## config.mk

```make
export PLATFORM = sky130hd
export DESIGN_NAME = psc_press
export DESIGN_NICKNAME = d
export VERILOG_FILES = /design/src/design/psc_pkg.sv /design/src/design/psc_press.sv
export SDC_FILE = /design/constraint.sdc
export NUM_CORES = 2
export LEC_CHECK = 0
export BUFFER_PORTS_ARGS = -buffer_cell sky130_fd_sc_hd__buf_4
export CELL_PAD_IN_SITES_DETAIL_PLACEMENT = 0
export CELL_PAD_IN_SITES_GLOBAL_PLACEMENT = 1
export CORE_MARGIN = 1
export CORE_UTILIZATION = 47
export CTS_CLUSTER_SIZE = 8
export DETAILED_ROUTE_END_ITERATION = 6
export GPL_ROUTABILITY_DRIVEN = 0
export PLACE_DENSITY_LB_ADDON = 0.1
export SETUP_SLACK_MARGIN = 0.4
export SYNTH_ARGS = -nofsm -noshare
export SYNTH_HDL_FRONTEND = slang
export SYNTH_SLANG_ARGS = --single-unit
```

## constraint.sdc

```tcl
create_clock -name clk -period 6.4 [get_ports clk]
set_clock_uncertainty 0.05 [all_clocks]
set_input_delay 0.32 -clock clk [delete_from_list [all_inputs] [get_ports clk]]
set_output_delay 0.32 -clock clk [all_outputs]
set_load 0.03 [all_outputs]
```

## src/design/psc_pkg.sv

```systemverilog
// psc_pkg: payload structs, calibration word layout, register indexes and
// pipeline stage counts for the pressure sensor compensation block
// no dependencies
`default_nettype none

package psc_pkg;

  localparam int RAW_W     = 24;
  localparam int CAL_W     = 16;
  localparam int TEMP_W    = 19;
  localparam int PRES_W    = 32;
  localparam int CFG_IDX_W = 3;

  // calibration register indexes
  localparam logic [CFG_IDX_W-1:0] REG_PRESS_SENS = 3'd0;
  localparam logic [CFG_IDX_W-1:0] REG_PRESS_OFF  = 3'd1;
  localparam logic [CFG_IDX_W-1:0] REG_SENS_TC    = 3'd2;
  localparam logic [CFG_IDX_W-1:0] REG_OFF_TC     = 3'd3;
  localparam logic [CFG_IDX_W-1:0] REG_TEMP_REF   = 3'd4;
  localparam logic [CFG_IDX_W-1:0] REG_TEMP_COEFF = 3'd5;

  // band limits in 0.01 degC
  localparam int TEMP_HIGH_LIMIT = 2000;
  localparam int TEMP_VLOW_LIMIT = -1500;

  // pipeline split
  localparam int FIRST_STAGES  = 3;
  localparam int SECOND_STAGES = 3;
  localparam int PRESS_STAGES  = 5;
  localparam int NUM_STAGES    = FIRST_STAGES + SECOND_STAGES + PRESS_STAGES;

  typedef struct packed {
    logic [RAW_W-1:0] raw_pressure;
    logic [RAW_W-1:0] raw_temperature;
  } in_t;

  typedef struct packed {
    logic signed [TEMP_W-1:0] temperature_centi;
    logic signed [PRES_W-1:0] pressure_decimbar;
  } out_t;

  typedef struct packed {
    logic [CAL_W-1:0] press_sens;
    logic [CAL_W-1:0] press_off;
    logic [CAL_W-1:0] sens_tc;
    logic [CAL_W-1:0] off_tc;
    logic [CAL_W-1:0] temp_ref;
    logic [CAL_W-1:0] temp_coeff;
  } cal_t;

  // first-order terms
  typedef struct packed {
    logic [RAW_W-1:0]  d1;
    logic signed [19:0] t;
    logic signed [19:0] tm;
    logic signed [19:0] tp;
    logic signed [36:0] off;
    logic signed [35:0] sens;
    logic [16:0]        ti_low;
    logic [11:0]        ti_high;
  } first_t;

  // corrected terms
  typedef struct packed {
    logic [RAW_W-1:0]         d1;
    logic signed [TEMP_W-1:0] temp;
    logic signed [41:0]       off;
    logic signed [41:0]       sens;
  } second_t;

endpackage

`default_nettype wire

```

## src/design/psc_press.sv

```systemverilog
// psc_press: five stages for the split pressure product, the two truncating
// scalings, the offset subtraction and the 32-bit saturation
// depends on psc_pkg
`default_nettype none

module psc_press (
  input  logic                              clk,
  input  logic [psc_pkg::PRESS_STAGES-1:0]  en,
  input  psc_pkg::second_t                  s,
  output psc_pkg::out_t                     res
);
  import psc_pkg::*;

  localparam logic signed [47:0] P_MAX = 48'sd2147483647;
  localparam logic signed [47:0] P_MIN = -48'sd2147483648;

  // stage g
  logic signed [TEMP_W-1:0] temp_g;
  logic signed [41:0]       off_g;
  logic [44:0]              pp_lo_g;
  logic signed [45:0]       pp_hi_g;

  // stage h
  logic signed [TEMP_W-1:0] temp_h;
  logic signed [41:0]       off_h;
  logic signed [66:0]       prod_h;

  // stage i
  logic signed [TEMP_W-1:0] temp_i;
  logic signed [41:0]       off_i;
  logic signed [45:0]       q_i;

  // stage j
  logic signed [TEMP_W-1:0] temp_j;
  logic signed [47:0]       diff_j;

  logic signed [66:0] prod_adj;
  logic signed [47:0] diff_adj;
  logic signed [47:0] p_full;
  logic signed [PRES_W-1:0] p_sat;

  always_ff @(posedge clk) begin
    if (en[0]) begin
      temp_g  <= s.temp;
      off_g   <= s.off;
      pp_lo_g <= 45'(s.d1) * 45'(s.sens[20:0]);
      pp_hi_g <= 46'($signed({1'b0, s.d1})) * 46'($signed(s.sens[41:21]));
    end
  end

  always_ff @(posedge clk) begin
    if (en[1]) begin
      temp_h <= temp_g;
      off_h  <= off_g;
      prod_h <= (67'(pp_hi_g) <<< 21) + $signed({22'd0, pp_lo_g});
    end
  end

  always_comb begin
    prod_adj = prod_h + (prod_h[66] ? 67'sd2097151 : 67'sd0);
  end

  always_ff @(posedge clk) begin
    if (en[2]) begin
      temp_i <= temp_h;
      off_i  <= off_h;
      q_i    <= 46'(prod_adj >>> 21);
    end
  end

  always_ff @(posedge clk) begin
    if (en[3]) begin
      temp_j <= temp_i;
      diff_j <= 48'(q_i) - 48'(off_i);
    end
  end

  always_comb begin
    diff_adj = diff_j + (diff_j[47] ? 48'sd8191 : 48'sd0);
    p_full   = diff_adj >>> 13;
    if (p_full > P_MAX) begin
      p_sat = P_MAX[PRES_W-1:0];
    end else if (p_full < P_MIN) begin
      p_sat = P_MIN[PRES_W-1:0];
    end else begin
      p_sat = p_full[PRES_W-1:0];
    end
  end

  always_ff @(posedge clk) begin
    if (en[4]) begin
      res.temperature_centi <= temp_j;
      res.pressure_decimbar <= p_sat;
    end
  end

endmodule

`default_nettype wire

```

==> out/summary.txt <==
number of CTS-inserted buffers: 73
critical path arrival: 6650 ps
max capacitance violation total: 0
Final Slew Violations: 0
Hold Path End: pp_lo_g[24]
Slew headroom: 25.01%
root buf cell: clkbuf_16
fmax: 0.1573 GHz
Synth area leaders: fa_1, edfxtp_1, ha_1, inv_1, and2_1
full die area: 117500 um^2
Tcrit/Tclk final: 99.31%
grt total ovfl: 0
Syn. warnings: 0
Synth Area in Adders: 40.63%
Worst R2R Start: diff_j[46]
reg2reg end: res[21]
simple-gate portion of the synthesized area: 12.97%
Synth Instances: 5201
area growth from synthesis to layout: 22.70%
Seq. cell area: 15130 um^2
Compound-Gate Fraction of Synth Area: 6.071%
RSZ-0062 raised after global routing: true
xor and xnor area share after synthesis: 3.896%
fin cells: 7423
Yosys reg bits: 504
Req. time, crit path: 6700 ps
number of fill cells: 9847
Clock Latency Late Sink: 620 ps
routed len/inst: 18.46 um
Core Box Area: 114800 um^2
# placed instances: 7161
initial cell density of the core: 47.55%
final WL: 137000 um
commonest cells after routing, fill and taps aside: inv_1, fa_1, nand2_1
level count of the clock H-tree: 3
Worst Path Max Fanout: 6
Crit Path Class: in2reg
pin count of the biggest net entering global routing: 135
Startpoint Class: input port
site row count: 124
cell type with the highest aggregate area in the netlist: fa_1
Syn Area/Cell: 10.50 um^2
Main synth FF type: edfxtp_1
gr usage total: 23.56%
Worst Hold Class: in2reg
Die Y: 342.8 um
commonest non-fill, non-tap cell in the layout: inv_1
sequential fraction of the synthesis area: 27.72%
vias post-DR: 37.04k
Hold Path Stages: 1
Port-buffer cells: 183
area share of the leading cell type in the synthesized netlist: 30.55%
antenna violations before repair: 6
FFs w/ async S/R, synth: 0%
vias per cell: 4.990
Mapped Area: 54590 um^2
# setup viols final: 0
# IOs: 184
R2R cell count: 12
net count after synthesis: 6607
critical path endpoint category: flop
Antenna Nets Post-Route: 0
CTS tree: done
Post-DP HPWL: 109500 um
Clock Sinks: 504
Yosys cell types: 80
minimum clock period: 6356 ps
r2r setup slk: 2600 ps
Final #Nets: 7305
Clock Path Buffers: 3
vias in the first global route: 39.43k
largest family of logic cells by synthesized area: adder cells
hold path startpoint: en[0]
Reg clk slew, reported paths: 60 ps
Tightest Pin Transition: 1125 ps
Post-synth EDFFs: 504
Initial DRC Count: 1972
Die W: 342.8 um
DRC viols: 0
global-route wire length before repair: 215700 um
status: finished, final reports clean
fraction of layout cells with a size suffix above 1: 20.24%
area of the multi-input gates: 36100 um^2
Hold Fails Final Rpt: 0
drt first pass iters: 5
post-synthesis mux area share: 0.01833%
-- Yosys cell counts (76+ instances only) --
master and instances:
o21ai_0 76, xnor2_1 160, a21o_1 85, nor2_1 93
nand2_1 619, clkbuf_1 195, inv_1 1047, ha_1 440
and2_1 482, a21oi_1 143, edfxtp_1 504, fa_1 833
xor2_1 81
-- sequential cells by signal, summed over array words and instances (netlist names) --
signal and flops:
diff_j 47, off_i 42, res 51, temp_i 19, temp_g 19, off_h 42, temp_j 19, off_g 42
pp_hi_g 46, prod_h 67, pp_lo_g 45, q_i 46, temp_h 19
-- cells by family after synthesis --
logic type | Yosys count
AND/OR/NAND/NOR | 1424
adder cells (fa/ha/maj) | 1273
buffers and inverters | 1253
AO/OA/AOI/OAI | 504
flip-flops | 504
XOR/XNOR | 242
multiplexers | 1
-- area by class of cell --
class / instances / area share, %
clock inverters: 9 / 0.2522
flip-flops and latches: 504 / 22.59
repair buffers: 829 / 11.81
diodes: 3 / 0.01121
well taps: 1512 / 2.824
clock buffers: 75 / 2.738
inverters: 1047 / 5.876
multi-input cells: 3444 / 53.90
-- critical path, cell delays in order --
cell	delay (ps)
buf_16	130
buf_12	140
and2_4	160
fa_1	460
fa_1	500
inv_1	50
fa_1	470
inv_1	50
fa_1	510
fa_1	460
fa_1	560
inv_2	40
fa_1	490
inv_2	50
ha_4	230
buf_6	120
and3_4	130
a221o_2	480
a21oi_4	190
a31oi_4	120
buf_6	150
nor2_4	130
o311a_1	190
o21bai_1	80
a21oi_2	150
xnor2_1	90
buf_4	170
-- per-layer routing --
layer | vias to the layer above | global-route usage [%] | part of all wire (%)
met4 | 2 | 6.929 | 3.1
met5 | - | 0 | 0.0095
met1 | 18390 | 33.14 | 45
met2 | 793 | 38.11 | 47
li1 | 17680 | - | -
met3 | 176 | 3.097 | 5.1
-- timing repair --
item / 4_1_cts / 5_1_grt
pin swaps: 113 / 182
cloned: 4 / 10
hold buffers: 61 / 0
resized for setup: 205 / 250
hold endpoints to repair: 61 / 0
endpoints found under the setup margin: 40 / 42
buffers inserted: 40 / 60
-- worst max path at each step --
| stage | endpoint | slack [ps] | start | cells after the start |
|---|---|---|---|---|
| after floorplan | pp_hi_g[39] | -160 | s[111] | 25 |
| final | pp_lo_g[43] | 40 | s[117] | 27 |
| after global routing | pp_hi_g[45] | -150 | s[112] | 27 |
| after detailed placement | pp_lo_g[44] | -820 | s[113] | 28 |
| after global placement | pp_hi_g[39] | -760 | s[113] | 24 |
| after CTS | pp_hi_g[41] | 60 | s[113] | 25 |
-- through the flow --
stage	hold slack (ps)	util [%]	TNS [ps]	instance area (um^2)	setup slack, ps
floorplan	350.3	-	-626.0	55740	-159.7
global placement	350.2	53.52	-20480	61450	-758.5
detailed placement	354.5	53.52	-22730	61450	-815.3
CTS	12.28	56.94	0	65370	63.08
global route	26.84	58.34	-1200	66980	-154.4
finish	37.80	58.35	0	66990	43.96
Power is not shown: default switching activity piles up to over one toggle a cycle in this logic, so the estimate is an artifact.
