$ cat src/design/psc_pkg.sv
// psc_pkg: payload structs, calibration word layout, register indexes and
// pipeline stage counts for the pressure sensor compensation block
// no dependencies
`default_nettype none

package psc_pkg;

  localparam int RAW_W     = 24;
  localparam int CAL_W     = 16;
  localparam int TEMP_W    = 19;
  localparam int PRES_W    = 32;
  localparam int CFG_IDX_W = 3;

  // calibration register indexes
  localparam logic [CFG_IDX_W-1:0] REG_PRESS_SENS = 3'd0;
  localparam logic [CFG_IDX_W-1:0] REG_PRESS_OFF  = 3'd1;
  localparam logic [CFG_IDX_W-1:0] REG_SENS_TC    = 3'd2;
  localparam logic [CFG_IDX_W-1:0] REG_OFF_TC     = 3'd3;
  localparam logic [CFG_IDX_W-1:0] REG_TEMP_REF   = 3'd4;
  localparam logic [CFG_IDX_W-1:0] REG_TEMP_COEFF = 3'd5;

  // band limits in 0.01 degC
  localparam int TEMP_HIGH_LIMIT = 2000;
  localparam int TEMP_VLOW_LIMIT = -1500;

  // pipeline split
  localparam int FIRST_STAGES  = 3;
  localparam int SECOND_STAGES = 3;
  localparam int PRESS_STAGES  = 5;
  localparam int NUM_STAGES    = FIRST_STAGES + SECOND_STAGES + PRESS_STAGES;

  typedef struct packed {
    logic [RAW_W-1:0] raw_pressure;
    logic [RAW_W-1:0] raw_temperature;
  } in_t;

  typedef struct packed {
    logic signed [TEMP_W-1:0] temperature_centi;
    logic signed [PRES_W-1:0] pressure_decimbar;
  } out_t;

  typedef struct packed {
    logic [CAL_W-1:0] press_sens;
    logic [CAL_W-1:0] press_off;
    logic [CAL_W-1:0] sens_tc;
    logic [CAL_W-1:0] off_tc;
    logic [CAL_W-1:0] temp_ref;
    logic [CAL_W-1:0] temp_coeff;
  } cal_t;

  // first-order terms
  typedef struct packed {
    logic [RAW_W-1:0]  d1;
    logic signed [19:0] t;
    logic signed [19:0] tm;
    logic signed [19:0] tp;
    logic signed [36:0] off;
    logic signed [35:0] sens;
    logic [16:0]        ti_low;
    logic [11:0]        ti_high;
  } first_t;

  // corrected terms
  typedef struct packed {
    logic [RAW_W-1:0]         d1;
    logic signed [TEMP_W-1:0] temp;
    logic signed [41:0]       off;
    logic signed [41:0]       sens;
  } second_t;

endpackage

`default_nettype wire

$ cat src/design/psc_second.sv
// psc_second: three stages for the band squares, the output temperature and
// the second-order offset and sensitivity corrections
// depends on psc_pkg
`default_nettype none

module psc_second (
  input  logic                               clk,
  input  logic [psc_pkg::SECOND_STAGES-1:0]  en,
  input  psc_pkg::first_t                    f,
  output psc_pkg::second_t                   res
);
  import psc_pkg::*;

  // stage d
  logic [RAW_W-1:0]         d1_d;
  logic signed [TEMP_W-1:0] temp_d;
  logic signed [36:0]       off_d;
  logic signed [35:0]       sens_d;
  logic [35:0]              sq_m_d;
  logic [35:0]              sq_p_d;
  logic                     low_d;
  logic                     vlow_d;

  // stage e
  logic [RAW_W-1:0]         d1_e;
  logic signed [TEMP_W-1:0] temp_e;
  logic signed [36:0]       off_e;
  logic signed [35:0]       sens_e;
  logic [39:0]              offi_e;
  logic [39:0]              sensi_e;

  logic signed [39:0] sq_m_full;
  logic signed [39:0] sq_p_full;
  logic [16:0]        ti;
  logic signed [19:0] t_full;

  logic [39:0] m3;
  logic [39:0] m5;
  logic [39:0] p7;
  logic [39:0] p4;
  logic [39:0] offi_next;
  logic [39:0] sensi_next;

  always_comb begin
    sq_m_full = 40'(f.tm) * 40'(f.tm);
    sq_p_full = 40'(f.tp) * 40'(f.tp);
    ti        = f.tm[19] ? f.ti_low : {5'd0, f.ti_high};
    t_full    = f.t - $signed({3'b000, ti});
  end

  always_ff @(posedge clk) begin
    if (en[0]) begin
      d1_d   <= f.d1;
      temp_d <= t_full[TEMP_W-1:0];
      off_d  <= f.off;
      sens_d <= f.sens;
      sq_m_d <= sq_m_full[35:0];
      sq_p_d <= sq_p_full[35:0];
      low_d  <= f.tm[19];
      vlow_d <= f.tp[19];
    end
  end

  always_comb begin
    m3 = 40'(sq_m_d) + (40'(sq_m_d) << 1);
    m5 = 40'(sq_m_d) + (40'(sq_m_d) << 2);
    p7 = (40'(sq_p_d) << 3) - 40'(sq_p_d);
    p4 = 40'(sq_p_d) << 2;
    if (low_d) begin
      offi_next  = (m3 >> 1) + (vlow_d ? p7 : 40'd0);
      sensi_next = (m5 >> 3) + (vlow_d ? p4 : 40'd0);
    end else begin
      offi_next  = 40'(sq_m_d >> 4);
      sensi_next = 40'd0;
    end
  end

  always_ff @(posedge clk) begin
    if (en[1]) begin
      d1_e    <= d1_d;
      temp_e  <= temp_d;
      off_e   <= off_d;
      sens_e  <= sens_d;
      offi_e  <= offi_next;
      sensi_e <= sensi_next;
    end
  end

  always_ff @(posedge clk) begin
    if (en[2]) begin
      res.d1   <= d1_e;
      res.temp <= temp_e;
      res.off  <= 42'(off_e) - $signed({2'b00, offi_e});
      res.sens <= 42'(sens_e) - $signed({2'b00, sensi_e});
    end
  end

endmodule

`default_nettype wire

$ cat config.mk
export PLATFORM = sky130hd
export DESIGN_NAME = psc_second
export DESIGN_NICKNAME = d
export VERILOG_FILES = /design/src/design/psc_pkg.sv /design/src/design/psc_second.sv
export SDC_FILE = /design/constraint.sdc
export NUM_CORES = 2
export LEC_CHECK = 0
export BUFFER_PORTS_ARGS = -buffer_cell sky130_fd_sc_hd__buf_4
export CAP_MARGIN = 20
export CORE_UTILIZATION = 30
export DETAILED_ROUTE_END_ITERATION = 10
export PLACE_DENSITY = 0.5
export SLEW_MARGIN = 20
export SYNTH_ARGS = -nofsm -noshare
export SYNTH_HDL_FRONTEND = slang
export SYNTH_SLANG_ARGS = --single-unit
$ cat constraint.sdc
create_clock -name clk -period 19 [get_ports clk]
set_input_delay 0 -clock clk [delete_from_list [all_inputs] [get_ports clk]]
set_output_delay 0 -clock clk [all_outputs]
set_load 0.005 [all_outputs]
==> summary.md <==
| Metric | Value |
|---|---|
| Yosys top cell by area | sky130_fd_sc_hd__edfxtp_1 |
| Sink of the worst hold path | temp_d[14] |
| Kind of end point of the critical path | flip-flop |
| Fin crit period | 7060 ps |
| H-tree levels | 2 |
| Core area | approximately 180000 um^2 |
| Final hold violation count | 0 |
| Post-synth cell types | between 80 and 90 |
| Cell count after synthesis | 5305 |
| Sequential cell area fraction in the yosys report | between 20% and 30% |
| Tot GR Track Use | around 15% |
| Number of setup violations in the final report | 0 |
| Setup slack of the critical path after layout | ~12000 ps |
| Fraction of layout cells with a size suffix above 1 | between 8 and 9% |
| Number of clock buffers inserted by TritonCTS | between 50 and 60 |
| Clock tree from TritonCTS | built |
| DPL Wire Length | ~110000 um |
| Synth top cells by count | sky130_fd_sc_hd__inv_1, sky130_fd_sc_hd__fa_1, sky130_fd_sc_hd__edfxtp_1 |
| Worst endpoint required time | ~19000 ps |
| Growth of design area from synthesis to finish | 15.1% |
| Arrival time of data at the critical path endpoint | 7430 ps |
| Worst clock skew on the final layout | about 30 ps |
| Async SR Flop Fraction | 0% |
| Library cell contributing the largest single delay on the critical path | sky130_fd_sc_hd__fa_1 |
| Status | finished clean |
| Hold WS | approximately 58 ps |
| Routed vias/inst | approximately 4.6 |
| Yosys top cell area share | between 20% and 30% |
| Root buffer cell | sky130_fd_sc_hd__clkbuf_16 |
| Yosys warning count | 0 |
| CP max FO | between 50 and 60 |
| Final nets | 7088 |
| Startpoint of the most critical register-to-register path | sq_p_d[3] |
| First-pass GRT wire length | approximately 220000 um |
| Max_cap viols | 0 |
| Maximum frequency from static timing analysis | 142 MHz |
| Total Routed Length | 139000 um |
| Violation count after the first detailed-route iteration | between 1500 and 2000 |
| Register-to-Register Setup Slack | approximately 13000 ps |
| Setup slack after placement | ~11000 ps |
| Post-synth EDFFs | 510 |
| Via count of the first global-routing pass | approximately 40000 |
| Worst slew pin tran | ~850 ps |
| Number of buffers and inverters on the critical path | 7 |
| Number of placed cells counting well taps | ~8000 |
| Max-slew violation count | 0 |
| Most area-consuming cells after synthesis | sky130_fd_sc_hd__edfxtp_1, sky130_fd_sc_hd__fa_1, sky130_fd_sc_hd__ha_1, sky130_fd_sc_hd__inv_1, sky130_fd_sc_hd__xnor2_1 |
| Routed wirelength normalized by instance count | 17.0 um |
| DRT Pass-1 Iters | 6 |
| Setup tns final | 0 ps |
| Remaining DRCs | 0 |
| Detailed-route via count | around 38000 |
| Initial core utilization | 30.3% |
| Site row count | 156 |
| Non-filler cells in the finished layout | around 8100 |
| Horizontal die dimension | between 400 and 500 um |
| Flop and latch count out of synthesis | 510 |
| Reg-to-reg endpoint | offi_e[37] |
| Crit path cell chain | dlygate4sd3_1 -> buf_4 -> nand2_1 -> inv_1 -> fa_1 -> fa_1 -> fa_1 -> inv_1 -> fa_1 -> inv_1 -> fa_1 -> fa_1 -> inv_1 -> fa_1 -> inv_1 -> ha_1 -> nand3_1 -> a2111oi_0 -> o22ai_1 -> mux2i_1 -> o2111ai_1 |
| Post-Syn Nets | roughly 6700 |
| Startpoint kind of the worst setup timing path | input port |
| Critical path class | input port to flip-flop |
| Number of cells traversed by the worst hold path | 5 |
| Die extent in y | 429 um |
| Number of resized instances in the post-cts repair step | 0 |
| Depth of the worst register-to-register path | 22 |
| Final ANT Viol Nets | 0 |
| Pin count of the biggest net entering global routing | 80 |
| Cell mode on critical path | sky130_fd_sc_hd__fa_1 |
| Num ports | between 300 and 400 |
| Prevailing post-synth register cell | sky130_fd_sc_hd__edfxtp_1 |
| CTS sink cnt | 510 |
| Final weighted congestion of routability-driven global placement | approximately 0.87 |
| Final global-route overflow total | 0 |
| Buffers on Ports | roughly 320 |
| Setup repair after global routing missed its margin | false |
| Library cell with the highest instance count after synthesis | sky130_fd_sc_hd__inv_1 |
| Clock-pin slew on the worst setup and hold paths | approximately 60 ps |
| Share of the clock period used by the worst path | between 30 and 40% |
| Total die area | around 180000 um^2 |
| Post-synthesis cell area | 54800 um^2 |
| Class of the tightest hold or removal check | input port to flip-flop |
| Longest Clk Path Bufs | 3 |
| Synthesized area per cell | slightly above 10 um^2 |
| Relative max-transition margin | between 40% and 50% |
| Clock latency at the later pin of the worst-skew pair | roughly 650 ps |
| Start point of the worst hold path | f[156] |
| Slowest cell delay on critical path | ~800 ps |
| Antenna violations before repair | 9 |
| Largest delay share family, worst path | adder cells |
-- registers in the layout, indices dropped and copies added (netlist names), 19 cells and up --
signal   cells
off_e       37
sens_e      36
temp_e      19
sq_p_d      35
sensi_e     39
sq_m_d      35
off_d       37
offi_e      40
d1_e        24
d1_d        24
res        127
temp_d      19
sens_d      36
-- placed cells by master (no fill, tap or decap), types with 77 or more instances in the layout --
cell,instances
sky130_fd_sc_hd__edfxtp_1,510
sky130_fd_sc_hd__inv_1,1058
sky130_fd_sc_hd__fa_1,708
sky130_fd_sc_hd__nand2_1,346
sky130_fd_sc_hd__nor2_1,237
sky130_fd_sc_hd__xor2_1,77
sky130_fd_sc_hd__and2_1,260
sky130_fd_sc_hd__buf_4,320
sky130_fd_sc_hd__xnor2_1,246
sky130_fd_sc_hd__o21ai_0,149
sky130_fd_sc_hd__ha_1,467
sky130_fd_sc_hd__dlygate4sd3_1,143
sky130_fd_sc_hd__a21o_1,134
sky130_fd_sc_hd__a21oi_1,266
-- cell families (layout without fill, tap and decap cells) --
kind of cell | count (synthesis) | count (layout) | share of synthesized area [%]
AO/OA/AOI/OAI | 892 | 892 | 10.6
XOR/XNOR | 323 | 323 | 5.16
adder cells (fa/ha/maj) | 1175 | 1175 | 36.5
buffers and inverters | 1162 | 1623 | 7.96
flip-flops | 510 | 510 | 27.9
multiplexers | 46 | 46 | 0.911
other | 1 | 2 | 0.00684
AND/OR/NAND/NOR | 1196 | 1196 | 10.9
-- cell type report --
cell class                 count  area, um^2
antenna                        1        2.50
clock buffer                  58        1320
clock inverter                39         495
fill                       18293      118000
inverter                    1060        3980
multi-input combinational   3633       35100
sequential                   510       15300
tap                         2370        2970
timing repair buffer         466        3870
-- how the worst max path moves through the flow --
stage                      start          to  cells after the start  slack [ps]
after global placement    f[104]  sq_p_d[35]                     23       11400
after detailed placement  f[107]  sq_p_d[35]                     24       11380
after CTS                 f[141]  sq_m_d[33]                     21       11990
after global routing      f[121]  sq_p_d[34]                     24       11590
after floorplan           f[138]  sq_m_d[33]                     25       12310
final                     f[141]  sq_m_d[33]                     21       11940
-- worst min-delay path, cell delays in order --
cell and delay [ps]:
sky130_fd_sc_hd__buf_4 80, sky130_fd_sc_hd__ha_1 180, sky130_fd_sc_hd__a21oi_1 90, sky130_fd_sc_hd__o21ai_0 130, sky130_fd_sc_hd__nor2_1 70
-- through the flow --
stage / cell area (um^2) / utilization (%)
6_report: 63100 / 34.8
2_1_floorplan: 54800 / -
4_1_cts: 63100 / 34.8
3_5_place_dp: 59800 / 33.0
5_1_grt: 63100 / 34.8
3_3_place_gp: 59800 / 33.0
-- timing repair --
| item | in CTS | in global routing |
|---|---|---|
| hold buffers | 143 | 0 |
| buffers inserted | 0 | 0 |
| hold endpoints to repair | 289 | 0 |
-- metal layers --
metal  global-route usage, %  vias to the layer above  share of wire [%]
met5                       0                        -              0.049
met4                    3.93                       12                2.6
met3                    1.29                      155                3.0
met2                    26.6                      580                 49
met1                    19.9                    18522                 46
li1                        -                    18265                  -
Power is left out: the tool's default activity adds up to more than one toggle a clock period on the data nets, which glitch-free logic cannot reach.
