[config.mk]
export PLATFORM = sky130hd
export DESIGN_NAME = psc_ctrl
export DESIGN_NICKNAME = d
export VERILOG_FILES = /design/src/design/psc_pkg.sv /design/src/design/psc_ctrl.sv
export SDC_FILE = /design/constraint.sdc
export NUM_CORES = 1
export LEC_CHECK = 0
export ABC_AREA = 1
export BUFFER_PORTS_ARGS = -buffer_cell sky130_fd_sc_hd__buf_2
export CORE_MARGIN = 2
export CORE_UTILIZATION = 33
export DETAILED_ROUTE_END_ITERATION = 12
export GPL_TIMING_DRIVEN = 0
export PLACE_DENSITY = 0.64
export REMOVE_ABC_BUFFERS = 1
export SLEW_MARGIN = 10
export SYNTH_ARGS = -nofsm -noshare
export SYNTH_HDL_FRONTEND = slang
export SYNTH_SLANG_ARGS = --single-unit
export TNS_END_PERCENT = 30
[constraint.sdc]
create_clock -name clk -period 3.9 [get_ports clk]
set_input_delay 0.39 -clock clk [delete_from_list [all_inputs] [get_ports clk]]
set_output_delay 0.39 -clock clk [all_outputs]
set_load 0.05 [all_outputs]
[src/design/psc_pkg.sv]
// psc_pkg: payload structs, calibration word layout, register indexes and
// pipeline stage counts for the pressure sensor compensation block
// no dependencies
`default_nettype none

package psc_pkg;

  localparam int RAW_W     = 24;
  localparam int CAL_W     = 16;
  localparam int TEMP_W    = 19;
  localparam int PRES_W    = 32;
  localparam int CFG_IDX_W = 3;

  // calibration register indexes
  localparam logic [CFG_IDX_W-1:0] REG_PRESS_SENS = 3'd0;
  localparam logic [CFG_IDX_W-1:0] REG_PRESS_OFF  = 3'd1;
  localparam logic [CFG_IDX_W-1:0] REG_SENS_TC    = 3'd2;
  localparam logic [CFG_IDX_W-1:0] REG_OFF_TC     = 3'd3;
  localparam logic [CFG_IDX_W-1:0] REG_TEMP_REF   = 3'd4;
  localparam logic [CFG_IDX_W-1:0] REG_TEMP_COEFF = 3'd5;

  // band limits in 0.01 degC
  localparam int TEMP_HIGH_LIMIT = 2000;
  localparam int TEMP_VLOW_LIMIT = -1500;

  // pipeline split
  localparam int FIRST_STAGES  = 3;
  localparam int SECOND_STAGES = 3;
  localparam int PRESS_STAGES  = 5;
  localparam int NUM_STAGES    = FIRST_STAGES + SECOND_STAGES + PRESS_STAGES;

  typedef struct packed {
    logic [RAW_W-1:0] raw_pressure;
    logic [RAW_W-1:0] raw_temperature;
  } in_t;

  typedef struct packed {
    logic signed [TEMP_W-1:0] temperature_centi;
    logic signed [PRES_W-1:0] pressure_decimbar;
  } out_t;

  typedef struct packed {
    logic [CAL_W-1:0] press_sens;
    logic [CAL_W-1:0] press_off;
    logic [CAL_W-1:0] sens_tc;
    logic [CAL_W-1:0] off_tc;
    logic [CAL_W-1:0] temp_ref;
    logic [CAL_W-1:0] temp_coeff;
  } cal_t;

  // first-order terms
  typedef struct packed {
    logic [RAW_W-1:0]  d1;
    logic signed [19:0] t;
    logic signed [19:0] tm;
    logic signed [19:0] tp;
    logic signed [36:0] off;
    logic signed [35:0] sens;
    logic [16:0]        ti_low;
    logic [11:0]        ti_high;
  } first_t;

  // corrected terms
  typedef struct packed {
    logic [RAW_W-1:0]         d1;
    logic signed [TEMP_W-1:0] temp;
    logic signed [41:0]       off;
    logic signed [41:0]       sens;
  } second_t;

endpackage

`default_nettype wire

[src/design/psc_ctrl.sv]
// psc_ctrl: per-stage valid bits and stage enables of the pipeline
// depends on psc_pkg
`default_nettype none

module psc_ctrl (
  input  logic                            clk,
  input  logic                            rst,
  input  logic                            in_valid,
  input  logic                            out_ready,
  output logic                            in_ready,
  output logic                            out_valid,
  output logic [psc_pkg::NUM_STAGES-1:0]  en
);
  import psc_pkg::*;

  logic [NUM_STAGES-1:0] v;

  // a stage loads when it is empty or its contents move on
  always_comb begin
    en[NUM_STAGES-1] = !v[NUM_STAGES-1] || out_ready;
    for (int k = NUM_STAGES - 2; k >= 0; k--) begin
      en[k] = !v[k] || en[k+1];
    end
  end

  always_ff @(posedge clk) begin
    if (rst) begin
      v <= '0;
    end else begin
      if (en[0]) begin
        v[0] <= in_valid;
      end
      for (int k = 1; k < NUM_STAGES; k++) begin
        if (en[k]) begin
          v[k] <= v[k-1];
        end
      end
    end
  end

  assign in_ready  = en[0];
  assign out_valid = v[NUM_STAGES-1];

endmodule

`default_nettype wire

==> out/results.ini, run 1 <==
[clock_network]
cts_max_path_buffers=2
ctsResizeCount=0
cts_hold_buf=0
cts_sinks=11
path_clk_slew_ns=0.08
cts_setup_buffers=0
root_buffer=clkbuf_4
cts_tree=done
clk_latency_ns=0.27
cts_buffers=3
htree_num_levels=1

[final_layout]
syn_to_final_growth_pct=26.1
n_fill_cell=143
final_cell_count_no_fill=82
reg_top3=v (11)
fin_nets=72
regArea_um2=220
largest_reg_flops=11
n_antenna_cell=0
multi_input_area_um2=164
largest_register=v
drive_gt1_share_pct=40.3

[power_and_ir_drop]
p_leak_nw=0.228
vdd_drop_max_uv=140
power.density_mw_per_mm2=358

[critical_path]
worst_setup_path_start_kind=flop
required_ns=3.51
crit_path_max_fanout=5
crit_path_cell_trace=nand4_2 > nor2_4 > nand4_4 > nor2_4 > nand4_2 > buf_2
slowest_stage=dfxtp_1
slowest_delay_ns=0.38
cp-end-kind=output port
cp.arrival_ns=1.63
critPathKind=reg2out

[die]
row_count=13
die_w_um=40.5
fp.dieArea_mm2=0.00164
core_mm2=0.00127
ioPinCount=17
start_util_pct=34.7
die_h_um=40.5

[sta]
period_minus_slack_ns=2.02
fmax_ghz=0.495
relSlewSlack_pct=83.5
rsz0062_at_grt=no
slew_viol_final=0
skew_ns=0.00258
worst_pin_slew_ns=0.249
period_share_pct=51.8
tns_ns=0
setup_viol=0
hold_violations=0

[min_path]
hold_path_class=in2reg

[run]
maxCapViolCount=0

[detailed_routing]
via_per_inst=4.32
wire_per_inst_um=8.94
drt_iter0_drc=0
ant_nets=0
post-route-drc-count=0
drt_pass1_iterations=1
wirelength_um=733
vias=354

[status]
status=complete, no violations

[grt]
track_usage_pct=11.0
grt_pass1_vias=255
grt_overflow_total=0
grt_max_degree=12
antenna_found_initial=0
grt_pass1_wl_mm=1.04

[place]
io_buffers=16
gp_congestion=0.616
dp.cells=78
hpwl_um=525

[synthesis]
ys_ff_latch=11
synth_area_per_cell_um2=8.99
ys.warnings.count=0
ys_types=13
syn_inst=49
syn_area_um2=440
yosysSeqAreaShare_pct=50.0

## power breakdown
| part | internal [W] | switching [W] | total (W) |
|---|---|---|---|
| combinational | 0.00000217 | 0.00000346 | 0.00000563 |
| sequential | 0.000114 | 0.00000145 | 0.000115 |
| clock | 0.0000379 | 0.0000398 | 0.0000777 |
## cells in the mapped netlist
cell	count	area (um^2)
nor2_1	4	15.0
a21oi_2	1	8.76
nand4_4	1	21.3
dfxtp_1	11	220
nand3_2	1	10.0
nor2_4	2	22.5
nand4_2	2	25.0
nand3_1	2	10.0
a21oi_1	8	40.0
inv_1	12	45.0
clkbuf_1	1	3.75
buf_4	1	7.51
nand2_1	3	11.3
## final cells by class
cell class / instances / share of cell area (%)
clock buffers: 3 / 4.05
clock inverters: 1 / 0.901
inverters: 12 / 8.11
multi-input cells: 24 / 29.5
flip-flops and latches: 11 / 39.6
well taps: 15 / 3.38
repair buffers: 16 / 14.4
## per-stage QoR
step / hold WS [ns] / setup WS (ns) / util [%] / power [W] / cell area, um^2
global route: 0.344 / 1.75 / 43.8 / 0.000210 / 556
finish: 0.357 / 1.88 / 43.8 / 0.000199 / 556
CTS: 0.348 / 1.85 / 43.8 / 0.000203 / 556
floorplan: 0.436 / 0.950 / - / 0.000120 / 429
global placement: 0.451 / 1.98 / 41.6 / 0.000123 / 528
detailed placement: 0.460 / 1.96 / 41.6 / 0.000124 / 528
## path summary, 6_finish.rpt
| check | startpoint | endpoint | slack [ns] | cells past startpoint |
|---|---|---|---|---|
| worst max-delay path | v[10] | in_ready | 1.88 | 6 |
| worst min-delay path | in_valid | v[0] | 0.36 | 3 |
| worst max register to register | v[10] | v[0] | 2.59 | 6 |
| worst min register to register | v[0] | v[1] | 0.47 | 2 |
## layout by cell type (no fill, tap or decap)
cell | Yosys | layout
nand3_2 | 1 | 1
nand4_2 | 2 | 2
nand3_1 | 2 | 2
clkbuf_4 | 0 | 3
a21oi_2 | 1 | 1
nor2_4 | 2 | 2
nor2_1 | 4 | 4
nand2_1 | 3 | 3
inv_1 | 12 | 12
a21oi_1 | 8 | 8
buf_2 | 0 | 16
dfxtp_1 | 11 | 11
nand4_4 | 1 | 1
clkinv_2 | 0 | 1
## per-layer routing
metal  GRT usage, %  up-vias  part of all wire (%)
met5              0        -                     0
met2           13.9       11                    44
li1               -      189                     -
met4           10.0        0                     0
met3           6.67        0                   7.0
met1           12.3      154                    48
## kinds of logic after synthesis
logic type | share of synthesized area [%]
buf+inv | 12.8
simple gates | 26.1
flops | 50.0
compound gates | 11.1
## critical path, delay by kind of cell (launching register included)
kind                   cells  cell delay [ns]
and+or+nand+nor            5             0.74
DFF                        1             0.38
buffers and inverters      1             0.23
No activity file was read; power rests on OpenSTA's default activity.
==> run 2: changes to the inputs <==
--- a/config.mk
+++ b/config.mk
@@ -11,7 +11,7 @@
 export CORE_UTILIZATION = 33
 export DETAILED_ROUTE_END_ITERATION = 12
 export GPL_TIMING_DRIVEN = 0
-export PLACE_DENSITY = 0.64
+export PLACE_DENSITY = 0.66
 export REMOVE_ABC_BUFFERS = 1
 export SLEW_MARGIN = 10
 export SYNTH_ARGS = -nofsm -noshare
==> constraint.sdc (replaced) <==
create_clock -name clk -period 1.85 [get_ports clk]
set_input_delay 0.185 -clock clk [delete_from_list [all_inputs] [get_ports clk]]
set_output_delay 0.185 -clock clk [all_outputs]
set_load 0.05 [all_outputs]
==> run 2 against run 1 <==
Net effect:
- wire length increased by 13%
- register-to-register slack got worse by 2.1 ns
- sequential share of layout area is 2.6 points lower
- global-route usage stayed put
- clock power is 100% higher
- setup slack worse by 1.8 ns
- clock skew grew 0.0023 ns
- combinational power grew 130%
- final area increased by 10%
- first-iteration DRC count grew 5
- hold slack worse by 0.20 ns
- critical path type unchanged
==> out/results.ini, run 2 (synthesis gave the netlist of run 1 again) <==
[final_layout]
fin_nets=74
final_cell_mix=13 x buf_2, 12 x inv_1, 8 x a21oi_1, 8 x dfxtp_1, 4 x nor2_1
syn_to_final_growth_pct=38.9
layout_commonest_cell=buf_2
reg_top3=v (11)
drive_gt1_share_pct=44.9
largest_register=v
n_antenna_cell=0
post-route-util_pct=48.2
largest_reg_flops=11

[sta]
period_share_pct=97.1
setup_viol=0
fin_ws_ns=0.0538
worst_pin_slew_ns=0.258
fmax_ghz=0.557
period_minus_slack_ns=1.80
skew_ns=0.00492
relSlewSlack_pct=82.9
slew_viol_final=0
hold_violations=0

[grt]
antenna_found_initial=0
grt_pass1_wl_mm=1.06
track_usage_pct=11.0
grt_pass1_vias=261
grt_overflow_total=0
grt_max_degree=12

[clock_network]
clk_latency_ns=0.26
cts_max_path_buffers=2
cts_buffers=3
path_clk_slew_ns=0.07
cts_tree=done
root_buffer=clkbuf_4
cts_hold_buf=0
cts_sinks=11
htree_num_levels=1

[die]
fp.dieArea_mm2=0.00164
core_mm2=0.00127
die_h_um=40.5
ioPinCount=17
start_util_pct=34.7
row_count=13
die_w_um=40.5

[detailed_routing]
via_per_inst=4.36
wirelength_um=828
drt_iter0_drc=5
post-route-drc-count=0
wire_per_inst_um=9.86
ant_nets=0
vias=366
drt_pass1_iterations=4

[critical_path]
required_ns=1.66
worst_setup_path_start_kind=flop
r2r_start=v[9]
cp-end-kind=output port
slowest_stage=dfxtp_2
startpoint=v[9]
crit_path_max_fanout=5
worstRegToRegCells=6
slowest_delay_ns=0.36
critPathKind=reg2out
cp.arrival_ns=1.61
crit_path_cell_trace=nand4_4 > nor2_4 > nand4_4 > nor2_4 > nand2_1 > buf_2
timing.rr.end=v[0]
regToRegSetupSlack_ns=0.53

[power_and_ir_drop]
power.density_mw_per_mm2=674
p_leak_nw=0.248
p_total_w=0.000413
vdd_drop_max_uv=406

[run]
maxCapViolCount=0

[place]
gp_congestion=0.561
post-place-ws_ns=0.300
io_buffers=16
hpwl_um=577

[min_path]
hold_depth=3
hold_path_class=in2reg
holdPathEnd=v[0]
hp-start=in_valid

[status]
status=complete, no violations

[run 2: changes by cell type in the layout (fill, tap and decap cells not counted)]
cell | previous run | this run
buf_2 | 16 | 13
nand4_2 | 2 | 0
dfxtp_4 | 0 | 1
nand4_4 | 1 | 3
clkinv_2 | 1 | 0
clkbuf_1 | 0 | 1
buf_4 | 0 | 2
buf_6 | 0 | 3
dfxtp_1 | 11 | 8
dfxtp_2 | 0 | 2
[run 2: layout make-up]
type / instances / area [um^2]
tap: 15 / 18.8
sequential: 11 / 226
inverter: 12 / 45.0
timing repair buffer: 18 / 114
clock buffer: 4 / 26.3
multi-input combinational: 24 / 181
fill: 128 / 657
[run 2: repair_timing]
| item | 4_1_cts | 5_1_grt |
|---|---|---|
| gates resized for setup | 0 | 15 |
| buffers inserted | 0 | 2 |
| setup endpoints to repair | 0 | 3 |
| endpoints found under the hold margin | 0 | 0 |
[run 2: critical path, delay by kind of cell, from the launching register on]
kind / cells / cell delay [ns]
flip-flops: 1 / 0.36
AND/OR/NAND/NOR: 5 / 0.76
buffers and inverters: 1 / 0.23
[run 2: worst max path at each step]
stage	end	slack (ns)	cells after the start
6_report	en[2]	0.05	6
5_1_grt	en[2]	-0.02	6
4_1_cts	en[0]	0.002	6
3_5_place_dp	en[0]	0.30	6
3_3_place_gp	in_ready	0.33	6
2_1_floorplan	v[0]	-1.08	6
[run 2: through the flow]
stage,instances,TNS (ns),area (um^2),hold WS [ns]
5_1_grt,84,-0.0307,612,0.149
4_1_cts,82,0,554,0.147
3_3_place_gp,78,0,528,0.432
2_1_floorplan,47,-7.47,429,0.247
6_report,84,0,612,0.157
3_5_place_dp,78,0,528,0.439
[run 2: layer usage]
metal	wire [um]	vias to the layer above	global-route usage (%)	share of wire, %
met3	56	2	6.67	6.8
met1	339	160	11.3	41
li1	-	192	-	-
met4	19	0	10.0	2.3
met2	412	12	15.1	50
met5	0	-	0	0
[run 2: power by group]
| part | internal (W) | leakage, nW | switching [W] |
|---|---|---|---|
| logic | 0.00000465 | 0.142 | 0.00000808 |
| clock network | 0.0000833 | 0.0150 | 0.0000739 |
| registers | 0.000239 | 0.0910 | 0.00000391 |
==> run 3: changes to the inputs <==
--- a/config.mk
+++ b/config.mk
@@ -7,9 +7,9 @@
 export LEC_CHECK = 0
 export ABC_AREA = 1
 export BUFFER_PORTS_ARGS = -buffer_cell sky130_fd_sc_hd__buf_2
-export CORE_MARGIN = 2
-export CORE_UTILIZATION = 33
+export CORE_AREA = 2 2 39 41
 export DETAILED_ROUTE_END_ITERATION = 12
+export DIE_AREA = 0 0 41 43
 export GPL_TIMING_DRIVEN = 0
 export PLACE_DENSITY = 0.66
 export REMOVE_ABC_BUFFERS = 1
==> constraint.sdc (replaced) <==
create_clock -name clk -period 1.85 [get_ports clk]
set_input_delay 0.185 -clock clk [delete_from_list [all_inputs] [get_ports clk]]
set_output_delay 0.185 -clock clk [all_outputs]
set_load 0.02 [all_outputs]
==> run 3 against run 2 <==
Net effect:
- flip-flop and latch count did not move
- non-clock buffer count rose by 1
- die area rose by 7.3%
- maximum frequency rose by 3.1%
- utilization fell by 4.7 points
- highest routed layer unchanged
- power rose by 1.7%
==> out/results.ini, run 3 (synthesis gave the netlist of run 1 again) <==
[sta]
relSlewSlack_pct=86.3
setup_viol=0
fmax_ghz=0.574
period_minus_slack_ns=1.74
slew_viol_final=0
skew_ns=0.00128
period_share_pct=94.2
hold_violations=0
worst_pin_slew_ns=0.205

[run]
maxCapViolCount=0

[power_and_ir_drop]
p_leak_nw=0.245
seqPwrFrac_pct=58.2
power_frac_clock_pct=39.0
vdd_drop_max_uv=263
pwr-share-comb_pct=2.9
p_int_w=0.000328
power_switching_share_pct=21.8
switchingPower_w=0.0000913
power.density_mw_per_mm2=697

[place]
dp.cells=79
gp_congestion=0.641
dpl-instance-area_um2=529
hpwl_um=586
io_buffers=16

[grt]
antenna_found_initial=0
grtUsageMet1_pct=10.1
grt_pass1_vias=294
grt_overflow_total=0
met2_usage_pct=14.1
track_usage_pct=10.4
grt_pass1_wl_mm=1.13
grt_max_degree=12
met3_usage_pct=4.71
top_usage_layer=met2

[critical_path]
cp-end-kind=output port
r2r_start=v[10]
cp.arrival_ns=1.56
slowest_stage=dfxtp_2
critPathKind=reg2out
crit_path_cell_trace=nand4_4 > nor2_4 > nand4_4 > nor2_4 > nand4_4 > buf_2
cpMostUsedCell=nand4_4
slowest_delay_ns=0.37
crit_path_max_fanout=5
worstRegToRegCells=7
timing.rr.end=v[3]
worst_setup_path_start_kind=flop
regToRegSetupSlack_ns=0.55
required_ns=1.66

[final_layout]
reg_top3=v (11)
n_fill_cell=160
layout_commonest_cell=buf_2
post-route-util_pct=43.5
largest_register=v
postLayoutCellArea_um2=602
final_cell_mix=15 x buf_2, 12 x inv_1, 8 x a21oi_1, 8 x dfxtp_1
fin_nets=75
n_antenna_cell=0
largest_reg_flops=11
syn_to_final_growth_pct=36.6
drive_gt1_share_pct=45.7
final_cell_count_no_fill=86

[clock_network]
cts_sinks=11
clk_latency_ns=0.27
root_buffer=clkbuf_4
htree_num_levels=1
cts_hold_buf=0
path_clk_slew_ns=0.07
cts_tree=done
cts_buffers=3
cts_max_path_buffers=2

[min_path]
holdPathEnd=v[0]
hold_path_class=in2reg
hp-start=in_valid
hold_depth=3

[detailed_routing]
vias=377
drt_iter0_drc=6
drt_pass1_iterations=4
wire_per_inst_um=9.28
wirelength_um=798
ant_nets=0
post-route-drc-count=0
via_per_inst=4.38

[die]
fp.dieArea_mm2=0.00176
die_h_um=43
die_w_um=41
ioPinCount=17
row_count=14
core_mm2=0.00138
start_util_pct=31.8

[status]
status=complete, no violations

==> run 3: worst max-delay path, delay by kind of cell (launching register included) <==
kind / cells / cell delay [ns]
and+or+nand+nor: 5 / 0.74
DFF: 1 / 0.37
buffers and inverters: 1 / 0.18
==> run 3: area by class of cell <==
class,instances,area [um^2],share of cell area [%]
Timing Repair Buffer,19,105,17.5
Clock buffer,4,26.3,4.37
Sequential cell,11,224,37.2
Multi-Input combinational cell,24,181,30.1
Inverter,12,45.0,7.48
Tap cell,16,20.0,3.33
==> run 3: layer usage <==
layer  up-vias  part of all wire [%]
li1        194                     -
met2        15                    47
met1       164                    41
met5         -                     0
met4         0                   4.1
met3         4                   8.3
==> run 3: worst max path at each step <==
stage	from	endpoint	slack, ns
finish	v[10]	in_ready	0.11
global route	v[10]	in_ready	-0.007
CTS	v[10]	in_ready	0.05
detailed placement	v[10]	in_ready	0.35
global placement	v[10]	en[0]	0.38
floorplan	v[10]	v[0]	-0.01
==> run 3: what timing repair did <==
item,in CTS,in global routing
resized for setup,0,6
endpoints found under the setup margin,0,3
buffers inserted,0,3
endpoints found under the hold margin,0,0
==> run 3: stage by stage <==
stage	power [W]	setup TNS [ns]	hold slack [ns]	setup slack (ns)
5_1_grt	0.000440	-0.0116	0.152	-0.00689
3_3_place_gp	0.000260	0	0.433	0.381
4_1_cts	0.000426	0	0.142	0.0457
6_report	0.000420	0	0.150	0.108
3_5_place_dp	0.000261	0	0.437	0.355
2_1_floorplan	0.000253	-0.0140	0.247	-0.0140
==> run 3: power groups by stage <==
stage | Clock (W) | Combinational [W] | Sequential, W
floorplan | 0 | 0.00000504 | 0.000248
global placement | 0 | 0.0000118 | 0.000248
detailed placement | 0 | 0.0000119 | 0.000249
CTS | 0.000171 | 0.0000119 | 0.000243
global route | 0.000182 | 0.0000136 | 0.000244
finish | 0.000164 | 0.0000120 | 0.000244
